<file path="src/rtl/bvp_pkg.sv">
`default_nettype none

package bvp_pkg;

    // Voltage input width (13 to 16 bits); any voltage at or above 4200 mV reads as full charge
    localparam int VOLT_BITS = 13;

    localparam int CURVE_W   = 13;
    localparam int SEG_CNT   = 20;
    localparam int IDX_W     = 5;
    localparam int Q8_W      = 15;
    localparam int DIFF_W    = 10;   // hi - v, at most 339
    localparam int DEN_W     = 9;    // hi - lo, at most 340
    localparam int NUM_W     = 21;   // 1280 * (hi - v)
    localparam int QUO_W     = 11;   // quotient never exceeds 1280
    localparam int CNT_W     = 5;

    localparam logic [CURVE_W-1:0] FULL_MV  = 13'd4200;
    localparam logic [CURVE_W-1:0] EMPTY_MV = 13'd3270;
    localparam logic [Q8_W-1:0]    FULL_Q8  = 15'd25600;
    localparam logic [Q8_W-1:0]    ZERO_Q8  = 15'd0;
    localparam logic [QUO_W-1:0]   STEP_Q8  = 11'd1280;

    typedef logic [VOLT_BITS-1:0] t_mv;
    typedef logic [CURVE_W-1:0]   t_curve;
    typedef logic [Q8_W-1:0]      t_q8;

    // Upper and lower end of each segment, highest segment first
    localparam t_curve SEG_HI [SEG_CNT] = '{
        13'd4200, 13'd4150, 13'd4110, 13'd4080, 13'd4020,
        13'd3980, 13'd3950, 13'd3910, 13'd3870, 13'd3850,
        13'd3840, 13'd3820, 13'd3800, 13'd3790, 13'd3770,
        13'd3750, 13'd3730, 13'd3710, 13'd3690, 13'd3610
    };

    localparam t_curve SEG_LO [SEG_CNT] = '{
        13'd4150, 13'd4110, 13'd4080, 13'd4020, 13'd3980,
        13'd3950, 13'd3910, 13'd3870, 13'd3850, 13'd3840,
        13'd3820, 13'd3800, 13'd3790, 13'd3770, 13'd3750,
        13'd3730, 13'd3710, 13'd3690, 13'd3610, 13'd3270
    };

    // Charge at the top of each segment, Q8
    localparam t_q8 SEG_TOP [SEG_CNT] = '{
        15'd25600, 15'd24320, 15'd23040, 15'd21760, 15'd20480,
        15'd19200, 15'd17920, 15'd16640, 15'd15360, 15'd14080,
        15'd12800, 15'd11520, 15'd10240, 15'd8960,  15'd7680,
        15'd6400,  15'd5120,  15'd3840,  15'd2560,  15'd1280
    };

    typedef struct packed {
        logic              start;
        logic [DIFF_W-1:0] diff;
        logic [DEN_W-1:0]  den;
    } t_div_ctl;

    typedef struct packed {
        logic              done;
        logic [QUO_W-1:0]  quo;
    } t_div_sts;

endpackage

`default_nettype wire

</file>
<file path="src/rtl/bvp_div.sv">
`default_nettype none

// Bit-serial restoring divider: quo = (1280 * diff) / den, one bit a cycle.
module bvp_div
    import bvp_pkg::*;
(
    input  wire logic     i_clk,
    input  wire logic     i_rst_n,
    input  wire t_div_ctl i_ctl,
    output t_div_sts      o_sts
);

    logic              r_busy, n_busy;
    logic              r_done, n_done;
    logic [CNT_W-1:0]  r_cnt,  n_cnt;
    logic [NUM_W-1:0]  r_num,  n_num;
    logic [DEN_W-1:0]  r_rem,  n_rem;
    logic [DEN_W-1:0]  r_den,  n_den;
    logic [QUO_W-1:0]  r_quo,  n_quo;

    logic [DEN_W:0]    w_trial;
    logic [DEN_W:0]    w_sub;
    logic              w_ge;
    logic [NUM_W-1:0]  w_scaled;

    always_comb begin
        // 1280 * x = (x << 10) + (x << 8)
        w_scaled = (NUM_W'(i_ctl.diff) << 10) + (NUM_W'(i_ctl.diff) << 8);
        w_trial  = {r_rem, r_num[NUM_W-1]};
        w_ge     = w_trial >= {1'b0, r_den};
        w_sub    = w_trial - {1'b0, r_den};

        n_busy = r_busy;
        n_done = 1'b0;
        n_cnt  = r_cnt;
        n_num  = r_num;
        n_rem  = r_rem;
        n_den  = r_den;
        n_quo  = r_quo;

        if (i_ctl.start) begin
            n_busy = 1'b1;
            n_cnt  = CNT_W'(NUM_W - 1);
            n_num  = w_scaled;
            n_rem  = '0;
            n_den  = i_ctl.den;
            n_quo  = '0;
        end else if (r_busy) begin
            n_num = {r_num[NUM_W-2:0], 1'b0};
            n_rem = w_ge ? w_sub[DEN_W-1:0] : w_trial[DEN_W-1:0];
            n_quo = {r_quo[QUO_W-2:0], w_ge};
            n_cnt = r_cnt - 1'b1;
            if (r_cnt == '0) begin
                n_busy = 1'b0;
                n_done = 1'b1;
            end
        end
    end

    always_ff @(posedge i_clk) begin
        if (!i_rst_n) begin
            r_busy <= 1'b0;
            r_done <= 1'b0;
        end else begin
            r_busy <= n_busy;
            r_done <= n_done;
        end
        r_cnt <= n_cnt;
        r_num <= n_num;
        r_rem <= n_rem;
        r_den <= n_den;
        r_quo <= n_quo;
    end

    assign o_sts.done = r_done;
    assign o_sts.quo  = r_quo;

endmodule

`default_nettype wire

</file>
<file path="src/rtl/battery_voltage_to_percent_core.sv">
`default_nettype none

// Battery voltage to state of charge. Takes one word i_batt_mv (millivolts)
// and returns one word o_percent_q8 (percent times 256, 0 to 25600). At or
// above 4200 mV the result is 25600, at or below 3270 mV it is 0. Between
// those, a 20-segment curve is walked from the top one segment per cycle
// until the segment holding the voltage is found, and the drop below the
// segment top, 1280*(hi-v)/(hi-lo) truncated, comes from a bit-serial
// divider that retires one quotient bit per cycle. A saturated voltage
// goes straight to the hold state; otherwise the search state starts the
// divider on finding the segment, the divide state waits for the
// divider's done and takes the result, and the hold state loads it
// into the output register when that register is free. One word is in
// flight at a time; o_in_stall is high from accept until the result is
// loaded into the output register, which can then wait on i_out_stall
// while the next word is taken.
module battery_voltage_to_percent_core
    import bvp_pkg::*;
(
    input  wire logic     i_clk,
    input  wire logic     i_rst_n,
    input  wire logic     i_in_valid,
    output logic          o_in_stall,
    input  wire t_mv      i_batt_mv,
    output logic          o_out_valid,
    input  wire logic     i_out_stall,
    output t_q8           o_percent_q8
);

    typedef enum logic [3:0] {
        S_IDLE   = 4'b0001,
        S_SEARCH = 4'b0010,
        S_DIV    = 4'b0100,
        S_HOLD   = 4'b1000
    } t_state;

    t_state           r_state, n_state;
    t_mv              r_v,     n_v;
    logic [IDX_W-1:0] r_idx,   n_idx;
    t_q8              r_res,   n_res;
    logic             r_out_valid, n_out_valid;
    t_q8              r_out_q8,    n_out_q8;

    t_div_ctl         w_div_ctl;
    t_div_sts         w_div_sts;

    logic             w_in_acc;
    logic             w_out_free;
    logic             w_hit;
    t_mv              w_hi;
    t_mv              w_lo;

    // current segment ends, widened to the input width
    assign w_hi  = VOLT_BITS'(SEG_HI[r_idx]);
    assign w_lo  = VOLT_BITS'(SEG_LO[r_idx]);
    // search runs top-down, so v <= hi always holds here
    assign w_hit = (r_state == S_SEARCH) && (r_v >= w_lo);

    assign w_div_ctl.start = w_hit;
    assign w_div_ctl.diff  = DIFF_W'(w_hi - r_v);
    assign w_div_ctl.den   = DEN_W'(w_hi - w_lo);

    bvp_div u_div (
        .i_clk   (i_clk),
        .i_rst_n (i_rst_n),
        .i_ctl   (w_div_ctl),
        .o_sts   (w_div_sts)
    );

    assign w_in_acc   = i_in_valid && !o_in_stall;
    assign w_out_free = !r_out_valid || !i_out_stall;

    always_comb begin
        n_state     = r_state;
        n_v         = r_v;
        n_idx       = r_idx;
        n_res       = r_res;
        n_out_q8    = r_out_q8;
        n_out_valid = r_out_valid && i_out_stall;

        case (r_state)
            S_IDLE: begin
                if (w_in_acc) begin
                    n_v   = i_batt_mv;
                    n_idx = '0;
                    if (i_batt_mv >= VOLT_BITS'(FULL_MV)) begin
                        n_res   = FULL_Q8;
                        n_state = S_HOLD;
                    end else if (i_batt_mv <= VOLT_BITS'(EMPTY_MV)) begin
                        n_res   = ZERO_Q8;
                        n_state = S_HOLD;
                    end else begin
                        n_state = S_SEARCH;
                    end
                end
            end
            S_SEARCH: begin
                if (w_hit) begin
                    n_state = S_DIV;
                end else begin
                    n_idx = r_idx + 1'b1;
                end
            end
            S_DIV: begin
                if (w_div_sts.done) begin
                    n_res   = SEG_TOP[r_idx] - Q8_W'(w_div_sts.quo);
                    n_state = S_HOLD;
                end
            end
            S_HOLD: begin
                if (w_out_free) begin
                    n_out_q8    = r_res;
                    n_out_valid = 1'b1;
                    n_state     = S_IDLE;
                end
            end
            default: begin
                n_state = S_IDLE;
            end
        endcase
    end

    always_ff @(posedge i_clk) begin
        if (!i_rst_n) begin
            r_state     <= S_IDLE;
            r_out_valid <= 1'b0;
        end else begin
            r_state     <= n_state;
            r_out_valid <= n_out_valid;
        end
        r_v      <= n_v;
        r_idx    <= n_idx;
        r_res    <= n_res;
        r_out_q8 <= n_out_q8;
    end

    assign o_in_stall   = (r_state != S_IDLE);
    assign o_out_valid  = r_out_valid;
    assign o_percent_q8 = r_out_q8;

`ifndef ASSERT_OFF
    a_out_range: assert property (@(posedge i_clk) disable iff (!i_rst_n)
        o_out_valid |-> (o_percent_q8 <= FULL_Q8))
        else $error("result above full scale");

    a_quo_range: assert property (@(posedge i_clk) disable iff (!i_rst_n)
        w_div_sts.done |-> (w_div_sts.quo <= STEP_Q8))
        else $error("quotient exceeds one step");

    a_done_in_div: assert property (@(posedge i_clk) disable iff (!i_rst_n)
        w_div_sts.done |-> (r_state == S_DIV))
        else $error("divider finished outside divide phase");

    a_busy_after_accept: assert property (@(posedge i_clk) disable iff (!i_rst_n)
        w_in_acc |=> o_in_stall)
        else $error("input not stalled after accept");
`endif

endmodule

`default_nettype wire
</file>
<file path="config.mk">
export PLATFORM = sky130hd
export DESIGN_NAME = battery_voltage_to_percent_core
export DESIGN_NICKNAME = d
export VERILOG_FILES = /design/src/rtl/bvp_pkg.sv /design/src/rtl/bvp_div.sv /design/src/rtl/battery_voltage_to_percent_core.sv
export SDC_FILE = /design/constraint.sdc
export NUM_CORES = 1
export LEC_CHECK = 0
export BUFFER_PORTS_ARGS = -buffer_cell sky130_fd_sc_hd__buf_4
export CORE_ASPECT_RATIO = 1.25
export CORE_MARGIN = 3
export CORE_UTILIZATION = 60
export DETAILED_ROUTE_END_ITERATION = 16
export GPL_TIMING_DRIVEN = 0
export MAX_ROUTING_LAYER = met4
export PLACE_DENSITY_LB_ADDON = 0.2
export SLEW_MARGIN = 40
export SYNTH_ARGS = -nofsm -noshare
export SYNTH_HDL_FRONTEND = slang
export SYNTH_HIERARCHICAL = 1
export SYNTH_SLANG_ARGS = --single-unit
export TNS_END_PERCENT = 50
</file>
<file path="constraint.sdc">
create_clock -name i_clk -period 6.1 [get_ports i_clk]
set_input_delay 0.61 -clock i_clk [delete_from_list [all_inputs] [get_ports i_clk]]
set_output_delay 0.61 -clock i_clk [all_outputs]
set_load 0.05 [all_outputs]
</file>
==> results by group <==
Setup path
  • Worst EP required: approximately 6 ns
  • Crit path max fanout: 11
  • CP arrival: 5.62 ns
  • Endpoint class of the critical path: flop
  • Setup CP Type: flop to flop
  • R2R depth: 19
  • Setup crit start kind: flop
  • Crit path from: r_idx[0]
  • RR Startpoint: r_idx[0]

Logic synthesis
  • Register area share after synthesis: 41.3%
  • EDFF count, synth: 70
  • Number of synthesized register bits: between 100 and 150
  • Cells after Synth: between 600 and 700
  • Average size of a mapped cell: approximately 10 µm²
  • Post-Syn Area: approximately 6600 µm²
  • Mapped Nets: roughly 750
  • Synth warn: 6
  • Ys async rst share: 0%
  • Top FF cell, synth: edfxtp_1
  • Synth unique cells: 75

Pwr
  • Gate power share: 48.5%
  • Clock power share: ~22%
  • Psw: between 1 and 1.5 mW
  • Switching Share: about 39%
  • Internal power: 1.75 mW
  • Pleak: ~3 nW
  • Power Density: a little under 400 nW/µm²
  • Register share of total power: 29.9%
  • VDD IR-drop max: roughly 0.32 mV

Die
  • FP Rows: between 40 and 50
  • Die Area: between 10000 and 15000 µm²
  • Starting Density: between 60% and 70%
  • Core Area: roughly 11000 µm²
  • IO Count: 34
  • Die W: between 100 and 150 µm
  • Die height: between 100 and 150 µm

STA
  • RSZ-0062 raised after global routing: false
  • Max_slew headroom: roughly 47%
  • Max Slew Vio Count: 0
  • Final hold violation count: 0
  • Fmax: 181 MHz
  • Worst clock skew: 0.00891 ns
  • Setup slack after layout: 0.568 ns
  • Setup_tns: 0 ns
  • Worst-margin pin slew: ~0.79 ns
  • Min Clock Period, post-route: 5.53 ns
  • Crit share post-route: 90.7%
  • Final setup violation count: 0

Detailed routing
  • Drt total wl: 14500 µm
  • Drt first pass iters: 5
  • Routed via count: a little over 5k
  • Detailed Route Iter0 Violations: ~300
  • Post-route ant nets: 0
  • # DRC: 0
  • Post-DR wirelength/cell: 17.1 µm
  • Via-per-instance ratio: ~6.0

Global routing
  • First-pass GRT wire length: about 23000 µm
  • Pin count of the biggest net entering global routing: 18
  • Vias in the first global route: roughly 5.1k
  • Gr usage total: between 20% and 30%
  • Initial antenna violation count: 0
  • Remaining Overflow, GRT: 0

Outcome
  • Status: finished clean

CTS
  • CTS sink count: between 100 and 150
  • H-tree Lvls: 3
  • Setup Fix Bufs, Post-CTS: 0
  • Clk buf depth: 2
  • Post-CTS Hold Buffers: 0
  • Clk Latency, worst-skew pair: 0.35 ns
  • TritonCTS buffer count: 9
  • CTS tree: built
  • Root buf cell: clkbuf_16
  • Post-CTS Resized: 0
  • Clk pin slew, worst setup/hold paths: about 0.070 ns

Hold path
  • HP Start: r_res[4]
  • Hold Path Class: flop to flop
  • Hold Crit Depth: 0

Final layout
  • Final instance area: 7380 µm²
  • Share of cells above drive strength 1: a little under an eighth
  • NumNets Final: between 700 and 800
  • Layout Cells excl Fill: 850
  • Synthesis-to-finish area growth: 11.2%
  • Inserted Diodes: 0

Flow run
  • Max-cap violations: 0

Place
  • Setup WS pre-CTS: between 0.8 and 0.9 ns
  • Placed Area: between 7000 and 8000 µm²
  • Cells after DPL: 834
  • HPWL after detailed placement: ~11000 µm
  • PortBufs: 33
  • Routability cong.: roughly 0.9
## layer usage
metal | global-route usage, % | routed length [µm]
met5 | - | 0
met4 | 11.3 | 499
met3 | 3.59 | 569
met2 | 43.2 | 7540
met1 | 27.3 | 5900
## power by group through the flow
stage | clock network [mW] | registers (mW) | logic, mW
2_1_floorplan | 0 | 0.864 | 1.07
3_3_place_gp | 0 | 0.867 | 1.32
3_5_place_dp | 0 | 0.870 | 1.36
4_1_cts | 0.631 | 0.855 | 1.37
5_1_grt | 0.655 | 0.861 | 1.52
6_report | 0.617 | 0.856 | 1.39
## logic make-up after synthesis
logic type | share of synthesized area (%)
simple gates | 15.3
compound gates | 16.2
xor+xnor | 6.59
other cells | 0.0565
fa+ha+maj | 11.6
flops | 41.3
mux | 3.98
buf+inv | 5.01
## per-stage QoR
step | power, mW | hold WS (ns) | utilization [%]
after floorplan | 1.93 | 0.400 | -
after global placement | 2.18 | 0.400 | 65.8
after detailed placement | 2.23 | 0.405 | 65.8
after CTS | 2.86 | 0.420 | 68.8
after global routing | 3.04 | 0.428 | 68.9
final | 2.86 | 0.419 | 68.9
## final timing paths
kind                           to  slack (ns)
setup reg to reg  u_div/r_num[18]        0.57
hold / removal    o_percent_q8[4]        0.42
setup / recovery  u_div/r_num[18]        0.57
hold reg to reg   o_percent_q8[4]        0.42
## state kept, by name (all words and copies together) (netlist names)
signal,cells
u_div/r_den,9
o_out_valid,1
u_div/r_busy,1
r_v,13
r_state,4
o_percent_q8,15
u_div/r_done,1
u_div/r_quo,11
u_div/r_rem,9
u_div/r_cnt,5
u_div/r_num,13
r_idx,5
r_res,15
## final cells by class
class                      instances  area, µm²
inverter                          56        210
clock inverter                     7       95.1
multi-input combinational        487       3580
fill                             815       3340
clock buffer                       9        225
buffer                            24        123
sequential                       102       2740
timing repair buffer              33        248
tap                              132        165
## cell usage in the layout (no fill, tap or decap), drive strengths merged, types with 5 or more instances in the layout
cell type	n
o21ai	31
nor4	5
nor2b	14
nor2	56
buf	46
nand3	7
o31ai	12
ha	55
xnor2	29
o21a	6
mux2i	14
a311oi	5
clkbuf	20
o21bai	5
a2111oi	5
a21oi	30
nor3	17
a211oi	11
a31oi	6
dfxtp	32
mux2	9
nor3b	5
xor2	21
edfxtp	70
a21o	8
nand2	46
and2	9
nand2b	16
inv	58
## critical path: stages, from the launching register on
cell and delay, ns:
edfxtp_1 0.67, inv_1 0.23, ha_1 0.33, buf_2 0.23
xor2_1 0.18, o22ai_1 0.09, o21ai_0 0.47, ha_1 0.38
a21o_1 0.20, a21oi_1 0.22, o21ai_1 0.12, a2111oi_0 0.47
nor3_1 0.13, xor2_1 0.48, ha_1 0.39, nor2_1 0.12
nor2_1 0.05, o211ai_1 0.14, nor3b_1 0.25, o31ai_1 0.10
## synthesized netlist by cell type (4+ instances only)
cell | instances | area share [%]
edfxtp_1 | 70 | 32
nor2_1 | 56 | 3.2
ha_1 | 55 | 10
inv_1 | 55 | 3.1
nand2_1 | 46 | 2.6
dfxtp_1 | 32 | 9.6
a21oi_1 | 29 | 2.2
xnor2_1 | 29 | 3.8
o21ai_0 | 24 | 1.8
xor2_1 | 21 | 2.8
nor3_1 | 17 | 1.3
nand2b_1 | 16 | 1.5
mux2i_1 | 14 | 2.1
nor2b_1 | 14 | 1.3
o31ai_1 | 12 | 1.4
clkbuf_1 | 11 | 0.62
a211oi_1 | 10 | 1.1
and2_1 | 9 | 0.85
a21o_1 | 8 | 0.90
mux2_2 | 8 | 1.4
nand3_1 | 7 | 0.53
o21ai_1 | 7 | 0.53
a31oi_1 | 6 | 0.57
o21a_1 | 6 | 0.68
buf_2 | 5 | 0.38
nor3b_1 | 5 | 0.57
nor4_1 | 5 | 0.47
o21bai_1 | 5 | 0.57
a311oi_1 | 4 | 0.53
a32oi_1 | 4 | 0.53
buf_1 | 4 | 0.23
fa_1 | 4 | 1.2
nand3b_1 | 4 | 0.45
nand4_1 | 4 | 0.38
(Power assumes the default switching activity.)
